## src/streaming_find_replace_top_defines.svh

```systemverilog
// assertion macros for the streaming find-and-replace block
// no dependencies; taken in by the files that carry assertions
`ifndef STREAMING_FIND_REPLACE_TOP_DEFINES_SVH
`define STREAMING_FIND_REPLACE_TOP_DEFINES_SVH

`ifndef SYNTHESIS

// property that must hold at every clock edge outside reset
`define FSR_ASSERT(lbl, clk, rst, prop, msg) \
   lbl: assert property (@(posedge clk) disable iff (rst) (prop)) else $error(msg);

// condition that must never be seen outside reset
`define FSR_ASSERT_NEVER(lbl, clk, rst, cond, msg) \
   lbl: assert property (@(posedge clk) disable iff (rst) !(cond)) else $error(msg);

`else

`define FSR_ASSERT(lbl, clk, rst, prop, msg)

`define FSR_ASSERT_NEVER(lbl, clk, rst, cond, msg)

`endif

`endif

```

## src/fsr_pkg.sv

```systemverilog
// shared constants, types and helpers of the streaming find-and-replace block
// no dependencies; used by the interfaces, controller, datapath and top level
package fsr_pkg;

   // field widths
   localparam int BYTE_W      = 8;
   localparam int WORD_W      = 64;
   localparam int LEN_W       = 4;
   localparam int CSR_INDEX_W = 8;

   // default sizes handed to the top level parameters
   localparam int PATTERN_MAX_DEF = 8;
   localparam int REPLACE_MAX_DEF = 8;

   // register indexes
   localparam logic [CSR_INDEX_W-1:0] REG_PATTERN_BYTES     = CSR_INDEX_W'(0);
   localparam logic [CSR_INDEX_W-1:0] REG_PATTERN_LENGTH    = CSR_INDEX_W'(1);
   localparam logic [CSR_INDEX_W-1:0] REG_REPLACEMENT_BYTES = CSR_INDEX_W'(2);
   localparam logic [CSR_INDEX_W-1:0] REG_REPLACEMENT_LENGTH = CSR_INDEX_W'(3);

   // controller to datapath commands
   typedef struct packed {
      logic load;        // take the accepted byte into the hold buffer
      logic shift_emit;  // send the front held byte and shift the buffer
      logic rep_emit;    // send the next replacement byte
      logic clear_hold;  // empty the hold buffer
   } fsr_cmd_type;

   // datapath to controller status
   typedef struct packed {
      logic match;       // the hold buffer equals the whole pattern
      logic prefix_ok;   // the hold buffer is a prefix of the pattern
      logic last;        // the byte being worked on ends the text
      logic cnt_one;     // exactly one byte is held
      logic rep_final;   // the next replacement byte is the final one
      logic out_free;    // the output register can take a byte
   } fsr_status_type;

   // a length of zero acts as one, a length above the maximum acts as the maximum
   function automatic logic [LEN_W-1:0] clamp_len(input logic [LEN_W-1:0] raw,
                                                   input logic [LEN_W-1:0] max_len);
      logic [LEN_W-1:0] res;
      if (raw == '0) begin
         res = LEN_W'(1);
      end else if (raw > max_len) begin
         res = max_len;
      end else begin
         res = raw;
      end
      return res;
   endfunction

endpackage

```

## src/fsr_if.sv

```systemverilog
// channel interfaces of the streaming find-and-replace block
// depends on fsr_pkg for field widths

// source text channel
interface fsr_req_if;
   import fsr_pkg::*;
   logic              valid;
   logic              ready;
   logic [BYTE_W-1:0] in_byte;
   logic              in_last;
   modport source (output valid, output in_byte, output in_last, input ready);
   modport sink   (input valid, input in_byte, input in_last, output ready);
endinterface

// substituted text channel
interface fsr_rsp_if;
   import fsr_pkg::*;
   logic              valid;
   logic              ready;
   logic [BYTE_W-1:0] out_byte;
   logic              out_last;
   modport source (output valid, output out_byte, output out_last, input ready);
   modport sink   (input valid, input out_byte, input out_last, output ready);
endinterface

// register write channel
interface fsr_csr_if;
   import fsr_pkg::*;
   logic                   valid;
   logic                   ready;
   logic [CSR_INDEX_W-1:0] reg_index;
   logic [WORD_W-1:0]      wr_data;
   modport source (output valid, output reg_index, output wr_data, input ready);
   modport sink   (input valid, input reg_index, input wr_data, output ready);
endinterface

```

## src/streaming_find_replace_top.sv

```systemverilog
// top level of the streaming find-and-replace block
// depends on fsr_pkg, the channel interfaces, fsr_ctrl and fsr_dp

// Replaces every leftmost, non-overlapping occurrence of a programmed pattern
// (1 to PATTERN_MAX bytes) in a byte stream by a programmed replacement
// (1 to REPLACE_MAX bytes). Bytes that may still start a match are held back;
// in_last flushes the hold and marks the final output byte with out_last.
// A byte is taken in a cycle in which the block is idle and checked in the
// next cycle; a byte that only extends a partial match then lets the block
// go idle again. Each check that finds no prefix sends the front held byte,
// a full match is followed by the replacement bytes, and an end-of-text
// flush without a match sends its held bytes from the check cycle on. All
// output bytes leave through a single output register, one per cycle, and a
// stall on the result channel holds the block. Registers are written through
// the csr channel (always ready) and take effect at once; a write of the
// pattern length drops the held bytes. Writes are meant for idle periods only.
module streaming_find_replace_top #(
   parameter int PATTERN_MAX = fsr_pkg::PATTERN_MAX_DEF,
   parameter int REPLACE_MAX = fsr_pkg::REPLACE_MAX_DEF
) (
   input  logic     clock,
   input  logic     reset,
   fsr_req_if.sink  req_if,
   fsr_rsp_if.source rsp_if,
   fsr_csr_if.sink  csr_if
);
   import fsr_pkg::*;

   fsr_cmd_type    cmd;
   fsr_status_type st;
   logic           req_ready;

   // sequencer
   fsr_ctrl u_ctrl (
      .clock     (clock),
      .reset     (reset),
      .req_valid (req_if.valid),
      .req_ready (req_ready),
      .st        (st),
      .cmd       (cmd)
   );

   // registers, hold buffer and output register
   fsr_dp #(
      .PATTERN_MAX (PATTERN_MAX),
      .REPLACE_MAX (REPLACE_MAX)
   ) u_dp (
      .clock     (clock),
      .reset     (reset),
      .cmd       (cmd),
      .st        (st),
      .req_byte  (req_if.in_byte),
      .req_last  (req_if.in_last),
      .csr_valid (csr_if.valid),
      .csr_index (csr_if.reg_index),
      .csr_data  (csr_if.wr_data),
      .rsp_ready (rsp_if.ready),
      .rsp_valid (rsp_if.valid),
      .rsp_byte  (rsp_if.out_byte),
      .rsp_last  (rsp_if.out_last)
   );

   assign req_if.ready = req_ready;
   assign csr_if.ready = 1'b1;

endmodule

```

## src/fsr_ctrl.sv

```systemverilog
// controller of the streaming find-and-replace block: takes a byte, then
// releases, replaces or flushes one output byte per cycle while the output register is free; depends on fsr_pkg
module fsr_ctrl (
   input  logic                   clock,
   input  logic                   reset,
   input  logic                   req_valid,
   output logic                   req_ready,
   input  fsr_pkg::fsr_status_type st,
   output fsr_pkg::fsr_cmd_type    cmd
);
   import fsr_pkg::*;

   localparam logic [1:0] ST_IDLE = 2'd0;
   localparam logic [1:0] ST_SCAN = 2'd1;
   localparam logic [1:0] ST_REPL = 2'd2;

   logic [1:0] state_ff;
   logic [1:0] state_in;

   // next state and commands
   always_comb begin
      state_in  = state_ff;
      cmd       = '0;
      req_ready = 1'b0;
      case (state_ff)
         ST_IDLE: begin
            req_ready = 1'b1;
            if (req_valid) begin
               cmd.load = 1'b1;
               state_in = ST_SCAN;
            end
         end
         ST_SCAN: begin
            if (st.match) begin
               state_in = ST_REPL;
            end else if (st.last) begin
               // end of text: everything held goes out
               if (st.out_free) begin
                  cmd.shift_emit = 1'b1;
                  if (st.cnt_one) begin
                     state_in = ST_IDLE;
                  end
               end
            end else if (st.prefix_ok) begin
               state_in = ST_IDLE;
            end else if (st.out_free) begin
               cmd.shift_emit = 1'b1;
            end
         end
         ST_REPL: begin
            if (st.out_free) begin
               cmd.rep_emit = 1'b1;
               if (st.rep_final) begin
                  cmd.clear_hold = 1'b1;
                  state_in       = ST_IDLE;
               end
            end
         end
         default: begin
            state_in = ST_IDLE;
         end
      endcase
   end

   // state register
   always_ff @(posedge clock) begin
      if (reset) begin
         state_ff <= ST_IDLE;
      end else begin
         state_ff <= state_in;
      end
   end

endmodule

```

## src/fsr_dp.sv

```systemverilog
// datapath of the streaming find-and-replace block: registers, hold buffer,
// pattern compare, replacement counter and output register; depends on fsr_pkg
`include "streaming_find_replace_top_defines.svh"

module fsr_dp #(
   parameter int PATTERN_MAX = fsr_pkg::PATTERN_MAX_DEF,
   parameter int REPLACE_MAX = fsr_pkg::REPLACE_MAX_DEF
) (
   input  logic                            clock,
   input  logic                            reset,
   input  fsr_pkg::fsr_cmd_type             cmd,
   output fsr_pkg::fsr_status_type          st,
   input  logic [fsr_pkg::BYTE_W-1:0]      req_byte,
   input  logic                            req_last,
   input  logic                            csr_valid,
   input  logic [fsr_pkg::CSR_INDEX_W-1:0] csr_index,
   input  logic [fsr_pkg::WORD_W-1:0]      csr_data,
   input  logic                            rsp_ready,
   output logic                            rsp_valid,
   output logic [fsr_pkg::BYTE_W-1:0]      rsp_byte,
   output logic                            rsp_last
);
   import fsr_pkg::*;

   localparam int CNT_W  = $clog2(PATTERN_MAX + 1);
   localparam int HIDX_W = (PATTERN_MAX > 1) ? $clog2(PATTERN_MAX) : 1;
   localparam int RCNT_W = $clog2(REPLACE_MAX + 1);
   localparam int RIDX_W = (REPLACE_MAX > 1) ? $clog2(REPLACE_MAX) : 1;

   // configuration registers
   logic [WORD_W-1:0] pat_bytes_ff;
   logic [LEN_W-1:0]  pat_len_ff;
   logic [WORD_W-1:0] rep_bytes_ff;
   logic [LEN_W-1:0]  rep_len_ff;

   // hold buffer and working state
   logic [BYTE_W-1:0] hold_ff [PATTERN_MAX];
   logic [BYTE_W-1:0] hold_in [PATTERN_MAX];
   logic [CNT_W-1:0]  hold_cnt_ff;
   logic [CNT_W-1:0]  hold_cnt_in;
   logic              last_ff;
   logic [RIDX_W-1:0] rep_idx_ff;

   // output register
   logic              rsp_valid_ff;
   logic [BYTE_W-1:0] rsp_byte_ff;
   logic              rsp_last_ff;

   logic [BYTE_W-1:0] pat_arr [PATTERN_MAX];
   logic [BYTE_W-1:0] rep_arr [REPLACE_MAX];
   logic [LEN_W-1:0]  plen_full;
   logic [LEN_W-1:0]  rlen_full;
   logic [CNT_W-1:0]  plen;
   logic [RCNT_W-1:0] rlen_m1;
   logic              all_eq;
   logic              out_free;
   logic              cnt_one;
   logic              rep_final;

   // byte views of the pattern and replacement words
   for (genvar i = 0; i < PATTERN_MAX; i++) begin : g_pat
      assign pat_arr[i] = pat_bytes_ff[i*BYTE_W +: BYTE_W];
   end
   for (genvar i = 0; i < REPLACE_MAX; i++) begin : g_rep
      assign rep_arr[i] = rep_bytes_ff[i*BYTE_W +: BYTE_W];
   end

   // effective lengths
   assign plen_full = clamp_len(pat_len_ff, LEN_W'(PATTERN_MAX));
   assign rlen_full = clamp_len(rep_len_ff, LEN_W'(REPLACE_MAX));
   assign plen      = plen_full[CNT_W-1:0];
   assign rlen_m1   = rlen_full[RCNT_W-1:0] - RCNT_W'(1);

   // compare the held bytes against the pattern front
   always_comb begin
      all_eq = 1'b1;
      for (int i = 0; i < PATTERN_MAX; i++) begin
         if ((CNT_W'(i) < hold_cnt_ff) && (hold_ff[i] != pat_arr[i])) begin
            all_eq = 1'b0;
         end
      end
   end

   assign out_free  = !rsp_valid_ff || rsp_ready;
   assign cnt_one   = (hold_cnt_ff == CNT_W'(1));
   assign rep_final = (RCNT_W'(rep_idx_ff) == rlen_m1);

   // status to the controller
   always_comb begin
      st.match     = all_eq && (hold_cnt_ff == plen);
      st.prefix_ok = all_eq && (hold_cnt_ff <= plen);
      st.last      = last_ff;
      st.cnt_one   = cnt_one;
      st.rep_final = rep_final;
      st.out_free  = out_free;
   end

   // next hold buffer contents
   always_comb begin
      hold_in     = hold_ff;
      hold_cnt_in = hold_cnt_ff;
      if (cmd.load) begin
         hold_in[hold_cnt_ff[HIDX_W-1:0]] = req_byte;
         hold_cnt_in = hold_cnt_ff + CNT_W'(1);
      end else if (cmd.shift_emit) begin
         for (int i = 0; i < PATTERN_MAX - 1; i++) begin
            hold_in[i] = hold_ff[i+1];
         end
         hold_cnt_in = hold_cnt_ff - CNT_W'(1);
      end
      if (cmd.clear_hold) begin
         hold_cnt_in = '0;
      end
      // a new pattern length drops whatever is held
      if (csr_valid && (csr_index == REG_PATTERN_LENGTH)) begin
         hold_cnt_in = '0;
      end
   end

   // configuration registers
   always_ff @(posedge clock) begin
      if (reset) begin
         pat_bytes_ff <= '0;
         pat_len_ff   <= LEN_W'(1);
         rep_bytes_ff <= '0;
         rep_len_ff   <= LEN_W'(1);
      end else if (csr_valid) begin
         case (csr_index)
            REG_PATTERN_BYTES:      pat_bytes_ff <= csr_data;
            REG_PATTERN_LENGTH:     pat_len_ff   <= csr_data[LEN_W-1:0];
            REG_REPLACEMENT_BYTES:  rep_bytes_ff <= csr_data;
            REG_REPLACEMENT_LENGTH: rep_len_ff   <= csr_data[LEN_W-1:0];
            default: begin
            end
         endcase
      end
   end

   // hold buffer bytes and end-of-text flag
   always_ff @(posedge clock) begin
      hold_ff <= hold_in;
      if (cmd.load) begin
         last_ff <= req_last;
      end
   end

   // hold count and replacement position
   always_ff @(posedge clock) begin
      if (reset) begin
         hold_cnt_ff <= '0;
         rep_idx_ff  <= '0;
      end else begin
         hold_cnt_ff <= hold_cnt_in;
         if (cmd.load) begin
            rep_idx_ff <= '0;
         end else if (cmd.rep_emit) begin
            rep_idx_ff <= rep_idx_ff + RIDX_W'(1);
         end
      end
   end

   // output register valid
   always_ff @(posedge clock) begin
      if (reset) begin
         rsp_valid_ff <= 1'b0;
      end else if (cmd.shift_emit || cmd.rep_emit) begin
         rsp_valid_ff <= 1'b1;
      end else if (rsp_ready) begin
         rsp_valid_ff <= 1'b0;
      end
   end

   // output register payload
   always_ff @(posedge clock) begin
      if (cmd.shift_emit) begin
         rsp_byte_ff <= hold_ff[0];
         rsp_last_ff <= last_ff && cnt_one;
      end else if (cmd.rep_emit) begin
         rsp_byte_ff <= rep_arr[rep_idx_ff];
         rsp_last_ff <= last_ff && rep_final;
      end
   end

   assign rsp_valid = rsp_valid_ff;
   assign rsp_byte  = rsp_byte_ff;
   assign rsp_last  = rsp_last_ff;

   // checks
   `FSR_ASSERT(a_load_below_plen, clock, reset, cmd.load |-> (hold_cnt_ff < plen), "hold buffer not shorter than pattern at load")
   `FSR_ASSERT(a_emit_has_room, clock, reset, (cmd.shift_emit || cmd.rep_emit) |-> out_free, "byte sent while output register full")
   `FSR_ASSERT(a_one_command, clock, reset, $onehot0({cmd.load, cmd.shift_emit, cmd.rep_emit}), "conflicting datapath commands")
   `FSR_ASSERT_NEVER(a_shift_nonempty, clock, reset, cmd.shift_emit && (hold_cnt_ff == '0), "shift of an empty hold buffer")

endmodule

```

## src/flat_wrapper.sv

```systemverilog
// flat-port wrapper written by rule: the top's interface ports become plain ports
module streaming_find_replace_top_flat import fsr_pkg::*;
#(
   parameter int PATTERN_MAX = fsr_pkg::PATTERN_MAX_DEF,
   parameter int REPLACE_MAX = fsr_pkg::REPLACE_MAX_DEF
)
  (clock, reset, req_if_valid, req_if_in_byte, req_if_in_last, req_if_ready, rsp_if_valid, rsp_if_out_byte, rsp_if_out_last, rsp_if_ready, csr_if_valid, csr_if_reg_index, csr_if_wr_data, csr_if_ready);
  fsr_req_if req_if_i ();
  fsr_rsp_if rsp_if_i ();
  fsr_csr_if csr_if_i ();
  input  logic clock;
  input  logic reset;
  input wire logic [$bits(req_if_i.valid)-1:0] req_if_valid;
  input wire logic [$bits(req_if_i.in_byte)-1:0] req_if_in_byte;
  input wire logic [$bits(req_if_i.in_last)-1:0] req_if_in_last;
  output wire logic [$bits(req_if_i.ready)-1:0] req_if_ready;
  output wire logic [$bits(rsp_if_i.valid)-1:0] rsp_if_valid;
  output wire logic [$bits(rsp_if_i.out_byte)-1:0] rsp_if_out_byte;
  output wire logic [$bits(rsp_if_i.out_last)-1:0] rsp_if_out_last;
  input wire logic [$bits(rsp_if_i.ready)-1:0] rsp_if_ready;
  input wire logic [$bits(csr_if_i.valid)-1:0] csr_if_valid;
  input wire logic [$bits(csr_if_i.reg_index)-1:0] csr_if_reg_index;
  input wire logic [$bits(csr_if_i.wr_data)-1:0] csr_if_wr_data;
  output wire logic [$bits(csr_if_i.ready)-1:0] csr_if_ready;
  assign req_if_i.valid = req_if_valid;
  assign req_if_i.in_byte = req_if_in_byte;
  assign req_if_i.in_last = req_if_in_last;
  assign req_if_ready = req_if_i.ready;
  assign rsp_if_valid = rsp_if_i.valid;
  assign rsp_if_out_byte = rsp_if_i.out_byte;
  assign rsp_if_out_last = rsp_if_i.out_last;
  assign rsp_if_i.ready = rsp_if_ready;
  assign csr_if_i.valid = csr_if_valid;
  assign csr_if_i.reg_index = csr_if_reg_index;
  assign csr_if_i.wr_data = csr_if_wr_data;
  assign csr_if_ready = csr_if_i.ready;
  streaming_find_replace_top #(.PATTERN_MAX(PATTERN_MAX), .REPLACE_MAX(REPLACE_MAX)) u_core (.clock(clock), .reset(reset), .req_if(req_if_i), .rsp_if(rsp_if_i), .csr_if(csr_if_i));
endmodule
```

## config.mk

```make
export PLATFORM = sky130hd
export DESIGN_NAME = streaming_find_replace_top_flat
export DESIGN_NICKNAME = d
export VERILOG_FILES = /design/src/fsr_pkg.sv /design/src/fsr_if.sv /design/src/streaming_find_replace_top.sv /design/src/fsr_ctrl.sv /design/src/fsr_dp.sv /design/src/flat_wrapper.sv
export VERILOG_INCLUDE_DIRS = /design/src /design/src/src
export SDC_FILE = /design/constraint.sdc
export NUM_CORES = 1
export LEC_CHECK = 0
export ABC_AREA = 0
export BUFFER_PORTS_ARGS = -buffer_cell sky130_fd_sc_hd__buf_4
export CAP_MARGIN = 30
export CORE_MARGIN = 10
export CORE_UTILIZATION = 55
export CTS_BUF_LIST = sky130_fd_sc_hd__clkbuf_4 sky130_fd_sc_hd__clkbuf_8
export DETAILED_ROUTE_END_ITERATION = 8
export PLACE_DENSITY = 0.79
export SETUP_SLACK_MARGIN = 0.1
export SLEW_MARGIN = 20
export SYNTH_ARGS = -nofsm -noshare
export SYNTH_HDL_FRONTEND = slang
export SYNTH_SLANG_ARGS = --single-unit
```

## constraint.sdc

```tcl
create_clock -name clock -period 2.8 [get_ports clock]
set_clock_uncertainty 0.2 [all_clocks]
set_input_delay 0.14 -clock clock [delete_from_list [all_inputs] [get_ports clock]]
set_output_delay 0.14 -clock clock [all_outputs]
set_load 0.1 [all_outputs]
```

# Word-level counts from Yosys, hierarchy flattened
# Index checks and enable logic that the tools add are counted.
dict set report word_totals {
  regBits 220
  inputBits 86
  output_inout_bits 12
  word_cells 140
}
dict set report op_classes {
  n_addsub 4
  magnitude_cmp 14
  n_eq_ne 22
  muxes 48
  bitwise_logic 2
  reduce_logical 31
}
# operator n
set op_table {}
lappend op_table {{56-bit two-way mux} 2}
lappend op_table {{64-bit bitwise mux} 1}
lappend op_table {{8-bit != test} 8}
lappend op_table {{8-bit two-way mux} 5}
lappend op_table {{8-bit binary-select mux with 3-bit select} 1}
lappend op_table {{8-bit demux with 3-bit select} 1}
lappend op_table {{4-bit two-way mux} 6}
lappend op_table {{1-bit two-way mux} 21}
lappend op_table {{2-bit two-way mux} 10}
lappend op_table {{8-bit by 2-bit equality test with 1-bit output, second input constant} 2}
lappend op_table {{3-bit by 4-bit < comparator with 1-bit output, first input constant} 4}
lappend op_table {{1-bit logical AND} 14}
lappend op_table {{8-bit by 1-bit equality test with 1-bit output, second input constant} 1}
lappend op_table {{4-bit greater-or-equal comparator, second input constant} 2}
lappend op_table {{4-bit greater-than comparator, second input constant} 2}
lappend op_table {{4-bit zero test} 2}
lappend op_table {{8-bit zero test} 1}
lappend op_table {{1-bit by 4-bit < comparator with 1-bit output, first input constant} 2}
lappend op_table {{2-bit by 4-bit < comparator with 1-bit output, first input constant} 2}
lappend op_table {{4-bit by 3-bit != test with 1-bit output, second input constant} 2}
lappend op_table {{3-bit NOT with 4-bit output} 2}
lappend op_table {{2-bit AND reduction} 4}
lappend op_table {{4-bit by 1-bit subtractor with 4-bit output, second input constant} 2}
lappend op_table {{2-bit != test, second input constant} 3}
lappend op_table {{18 further kinds} 21}

# Depth between registers and ports, before layout
dict set report depth {
  word_depth 17
  ltp_mapped 11
  mapped_depth_nobuf 10
}

# By module
# Synthesis repeated with hierarchy kept, for this count alone.
dict set report unflattened {
  hier_cells 1107
  hier_area_um2 9972.1
}
# mod instances cells_per_inst area_per_inst_um2 seq_area_each_um2
set modules_own_cells {}
lappend modules_own_cells {fsr_dp 1 1088 9823.2 5104.9}
lappend modules_own_cells {fsr_ctrl 1 17 137.6 40.0}
lappend modules_own_cells {streaming_find_replace_top 1 2 11.3 0.0}

# Worst setup path before layout
# No wires, ideal clock.
dict set report synth_timing {
  kind {flip-flop to flip-flop}
  start {reg u_core.u_ctrl.state_ff[0]}
  end {reg u_core.u_dp.hold_ff[16] in the netlist's numbering (enable)}
  setup_ns 0.329
  t_arrival_ns 3.098
  path_slack_ns -0.826
  stages_incl_launch_ff 8
  period_less_slack_ns 3.626
  path_cell_list {dfxtp_1 nor2_1 nand2_1 inv_1 nand2_1 nor3_1 inv_1 nand2_1}
}
# item line_no
set synth_lines {}
lappend synth_lines {{start, declared} fsr_ctrl.sv:17} ;# logic [1:0] state_ff;
lappend synth_lines {{start signal, assigned} fsr_ctrl.sv:70} ;# state_ff <= state_in;
lappend synth_lines {{end signal, assigned} fsr_dp.sv:141} ;# hold_ff <= hold_in;
lappend synth_lines {{end, declared} fsr_dp.sv:37} ;# logic [BYTE_W-1:0] hold_ff [PATTERN_MAX];

# Worst setup path in the final report
dict set report layout_timing {
  start {reg u_core.u_dp.hold_ff[60] in the netlist's numbering}
  end {reg u_core.u_dp.rsp_byte_ff[5], in the netlist u_core.u_dp.rsp_byte[5] (data pin)}
}
dict set report layout_via {
  elab_chain_cells 16
  word_cells_on_any_way 17
  cone_classes {eq/ne (1); mux (13); reduce/logical (3)}
}
# item line_no
set layout_lines {}
lappend layout_lines {{8-bit != test (*)} fsr_dp.sv:78} ;# if ((CNT_W'(i) < hold_cnt_ff) && (hold_ff[i] != pat_arr[i])) begin
lappend layout_lines {{1-bit logical AND (*)} fsr_dp.sv:78}
lappend layout_lines {{1-bit two-way mux (*) (8 in series)} fsr_dp.sv:78}
lappend layout_lines {{1-bit logical AND} fsr_dp.sv:91} ;# st.prefix_ok = all_eq && (hold_cnt_ff <= plen);
lappend layout_lines {{1-bit two-way mux} fsr_ctrl.sv:44} ;# end else if (st.prefix_ok) begin
lappend layout_lines {{1-bit two-way mux} fsr_ctrl.sv:36} ;# end else if (st.last) begin
lappend layout_lines {{1-bit two-way mux (*)} fsr_ctrl.sv:34} ;# if (st.match) begin
lappend layout_lines {{1-bit two-way mux (*)} fsr_ctrl.sv:25} ;# case (state_ff)
lappend layout_lines {{8-bit two-way mux (*)} fsr_dp.sv:175} ;# if (cmd.shift_emit) begin
lappend layout_lines {{end signal, assigned} fsr_dp.sv:176} ;# rsp_byte_ff <= hold_ff[0];
lappend layout_lines {{end signal, assigned} fsr_dp.sv:179} ;# rsp_byte_ff <= rep_arr[rep_idx_ff];
lappend layout_lines {{end, declared} fsr_dp.sv:46} ;# logic [BYTE_W-1:0] rsp_byte_ff;
# Every way passes the cells marked *; elsewhere a longest branch is shown, timed or not.
# A chain may end at the register's enable or synchronous reset.

==> impl_summary.log <==
INFO  metric finalWeightedCongestion = 0.921
INFO  metric detailedRoute.firstIterationViolations = 980
INFO  metric worstHoldPathType = input pin to flop
INFO  metric seqCellArea = 5140 µm²
INFO  metric min_delay_path_depth = 4
INFO  metric ys.warnings.count = 0
INFO  metric number_of_buffers_created_by_cts = 36
INFO  metric top_level_ports = 98
INFO  metric dr_wl_met2 = around 15000 µm
INFO  metric switching_share = 29.7%
INFO  metric synth-edff-count = 74
INFO  metric critPathArrivalTime = 2.83 ns
INFO  metric fmax = 0.361 GHz
INFO  metric max-cap-violations = 0
INFO  metric worst_hold_slack = 0.0233 ns
INFO  metric maximum_number_of_pins_on_one_net_before_global_route_repair = 139
INFO  metric area_delta_synth_final = 28.5%
INFO  metric rows = 48
INFO  metric grt_util_all_layers = 24.3%
INFO  metric met3_wirelength = 2070 µm
INFO  metric setup_ws = 0.0293 ns
INFO  metric async_flop_share = 0%
INFO  metric worst_ir_drop_vdd = about 0.50 mV
INFO  metric post_synth_instance_area = 9800 µm²
INFO  metric floorplan.initialDensity = around 56%
INFO  metric fillerInstances = between 1000 and 1500
INFO  metric synthesis.area_per_instance = 9.77 µm²
INFO  metric final-instance-count-excl-fill = 1443
INFO  metric list_of_cells_traversed_by_the_critical_path = xor2_1 -> nor4_2 -> buf_4 -> a22oi_2 -> a2111oi_4 -> nand4_4 -> nand2_8 -> mux2_2
INFO  metric synth-simple-area-share = between 15 and 20%
INFO  metric seq_area_frac_synth = 52.5%
INFO  metric multi_input_area = 4460 µm²
INFO  metric global_route.overflow_total = 0
INFO  metric finalMaxSlewViolations = 0
INFO  metric grt_pass1_wl = 46100 µm
INFO  metric yosys-mux-area-fraction = 6.23%
INFO  metric finalCritPeriodShare = between 90% and 100%
INFO  metric drtPass1Iterations = 5
INFO  metric syn-instance-count = roughly 1000
INFO  metric timing_hold_violations_final = 0
INFO  metric chipWidth = 153 µm
INFO  metric fin_setup_tns = 0 ns
INFO  metric seq_power_share = 44.5%
INFO  metric pwr-share-comb = 21.6%
INFO  metric dp_cells = 1293
INFO  metric synth-xor-area-share = ~6.2%
INFO  metric intPower = 6.16 mW
INFO  metric synth_fa_ha_area_share = roughly 1.1%
INFO  metric yosys-top-cells-area = dfxtp_1 (30%), edfxtp_1 (23%), nand2_1 (11%), a21oi_1 (7.3%), xor2_1 (5.9%)
INFO  metric report.final.setup_viol = 0
INFO  metric die_height = 153 µm
INFO  metric post-dp-hpwl = 19300 µm
INFO  metric portBuffers = 96
INFO  metric synth_largest_type_area_fraction = 29.8%
INFO  metric first_global_vias = 8519
INFO  metric main_combinational_cell_family_by_area_after_synthesis = simple AND/OR/NAND/NOR gates
INFO  metric worst-r2r-cell-count = 8
INFO  metric rsz_0062_raised_after_global_routing = yes
INFO  metric core = 17400 µm²
INFO  metric top_layer_used = met4
INFO  metric setup.worst_path.start_class = flop
INFO  metric post-route-min-period = ~2.8 ns
INFO  metric drc = 0
INFO  metric cts_tree = yes
INFO  metric critPathMaxStageDelay = ~0.44 ns
INFO  metric finalNetCount = 1285
INFO  metric finalPower = 8.75 mW
INFO  metric clock_latency = 0.53 ns
INFO  metric synthFlopType = dfxtp_1
INFO  metric clkSinkCount = 220
INFO  metric timing_worst_setup_path_type = flop to flop
INFO  metric timing_worst_slew_pin_value = approximately 0.72 ns
INFO  metric timing.critical_path.to_type = flop
INFO  metric vias = roughly 8500
INFO  metric ant_nets = 0
INFO  metric clock_pin_slew_reported_for_the_worst_setup_and_hold_paths_after_clock_tree_synthesis = 0.06 ns
INFO  metric power-per-cell-area = 695 nW/µm²
INFO  metric clock_power_share = 33.9%
INFO  metric power.switching = 2.60 mW
INFO  metric postLayoutCellArea = ~13000 µm²
INFO  metric utilization = 72.6%
INFO  metric detail_route.wl_per_cell = roughly 21 µm
INFO  metric postPlaceCellArea = 10900 µm²
INFO  metric timing.slew.headroom = 52.1%
INFO  metric die_area = 23600 µm²
INFO  metric post_route_cells_drive_above_1_share = 21.3%
INFO  metric slowest_stage = a2111oi_4
INFO  metric yosys.cell_types.count = 56
INFO  metric outcome = finished, final reports clean
INFO  metric p_leak = 4.77 nW
INFO  metric wirelength = 30000 µm
INFO  metric synth-compound-area-share = 14.3%
INFO  metric cts_root_buf = clkbuf_8
INFO  metric place_worst_setup_slack = approximately 0.075 ns
INFO  metric wl_met1 = 11600 µm
INFO  metric crit_fanout = 16
INFO  metric critical_path_required = roughly 2.9 ns
INFO  metric ctsLongestPathBuffers = 3
INFO  metric mappedNetlistNets = 1098
INFO  metric antenna_violations_before_repair = 1
INFO  metric post-synth-top-area-cell = dfxtp_1
INFO  metric ys_seq_elements = 220
INFO  metric post_drt_via_cell_ratio = 5.87
INFO  metric htree_num_levels = 2
[final timing paths]
kind                                      from                           end  slack, ns
setup / recovery       u_core.u_dp.hold_ff[60]       u_core.u_dp.rsp_byte[5]       0.03
hold / removal             csr_if_reg_index[5]     u_core.u_dp.rep_len_ff[0]       0.02
setup reg to reg       u_core.u_dp.hold_ff[60]       u_core.u_dp.rsp_byte[5]       0.03
hold reg to reg   u_core.u_dp.rep_bytes_ff[10]  u_core.u_dp.rep_bytes_ff[10]       0.26
[power groups by stage]
stage	clock (mW)	sequential, mW	combinational (mW)
finish	2.96	3.90	1.89
global route	3.12	3.92	2.02
CTS	2.97	3.89	1.73
detailed placement	0	3.96	1.62
global placement	0	3.94	1.59
floorplan	0	4.10	0.977
[cells by family after synthesis]
logic type               count (synthesis)
AND/OR/NAND/NOR                        366
AO/OA/AOI/OAI                          221
flip-flops                             220
buffers and inverters                   78
XOR/XNOR                                69
multiplexers                            39
adder cells (fa/ha/maj)                  9
other                                    1
[area by class of cell]
cell class	count	share of cell area [%]
well taps	225	2.24
multi-input cells	705	35.4
repair buffers	211	14.8
clock buffers	58	5.89
inverters	16	0.477
clock inverters	7	0.298
diodes	1	0.0199
flip-flops and latches	220	40.9
[state kept, by name, summed over array words and instances, names as in the netlist, 2 cells and up]
name,flops
u_core.u_dp.pat_bytes_ff,64
u_core.u_dp.hold_cnt_ff,4
u_core.u_dp.rep_idx_ff,3
u_core.u_dp.rep_bytes_ff,64
u_core.u_dp.rep_len_ff,4
u_core.u_ctrl.state_ff,2
u_core.u_dp.rsp_byte,8
u_core.u_dp.hold_ff,64
u_core.u_dp.pat_len_ff,4
[critical path, delay by kind of cell, from the launching register on]
family                    cells  cell delay [ns]
AOI/OAI and AO/OA             2             0.53
DFF                           1             0.41
buffers and inverters         1             0.17
and+or+nand+nor               3             0.65
xor gates and xnor gates      1             0.18
muxes                         1             0.35
[synth_stat cells, drive strengths merged, types with 2 or more instances]
cell	number
o21ai	2
inv	16
mux2	16
edfxtp	74
xnor2	3
a22o	56
nand2	287
nand4	6
nor4	20
or3	3
dfxtp	146
and3	2
mux4	16
nor2	18
nand3	7
buf	10
a31oi	4
clkbuf	52
mux2i	7
xor2	66
nor3	12
a21oi	143
ha	9
a211o	2
nor2b	3
nand2b	4
[cell usage in the layout (no fill, tap or decap), types with 3 or more instances in the layout]
cell | netlist | final
nand2_1 | 285 | 283
dfxtp_1 | 146 | 146
a21oi_1 | 143 | 141
buf_4 | 1 | 123
dlygate4sd3_1 | 0 | 80
edfxtp_1 | 74 | 74
xor2_1 | 66 | 66
a22o_1 | 56 | 56
clkbuf_8 | 1 | 49
nor2_1 | 18 | 17
mux4_2 | 16 | 16
inv_1 | 16 | 15
mux2_2 | 15 | 15
nor3_1 | 11 | 11
nor4_1 | 13 | 10
clkbuf_4 | 0 | 9
nor4_2 | 5 | 8
ha_1 | 9 | 8
nand3_1 | 7 | 7
mux2i_1 | 7 | 7
buf_12 | 0 | 6
nand4_1 | 5 | 5
nand2b_1 | 4 | 4
nor2b_1 | 3 | 3
a31oi_1 | 4 | 3
xnor2_1 | 3 | 3
clkinv_2 | 0 | 3
[routing by layer]
| metal | vias up | track usage (%) |
|---|---|---|
| met5 | - | 0 |
| li1 | 3885 | - |
| met2 | 421 | 40.9 |
| met4 | 0 | 13.1 |
| met1 | 4057 | 28.6 |
| met3 | 101 | 4.69 |
[timing repair]
| item | in CTS | in global routing |
|---|---|---|
| setup buffers | 0 | 4 |
| hold endpoints to repair | 211 | 0 |
| resized for setup | 2 | 18 |
| setup endpoints to repair | 66 | 78 |
| hold buffers | 80 | 0 |
| pin swaps | 0 | 10 |
Power figures use the tool's default switching activity.
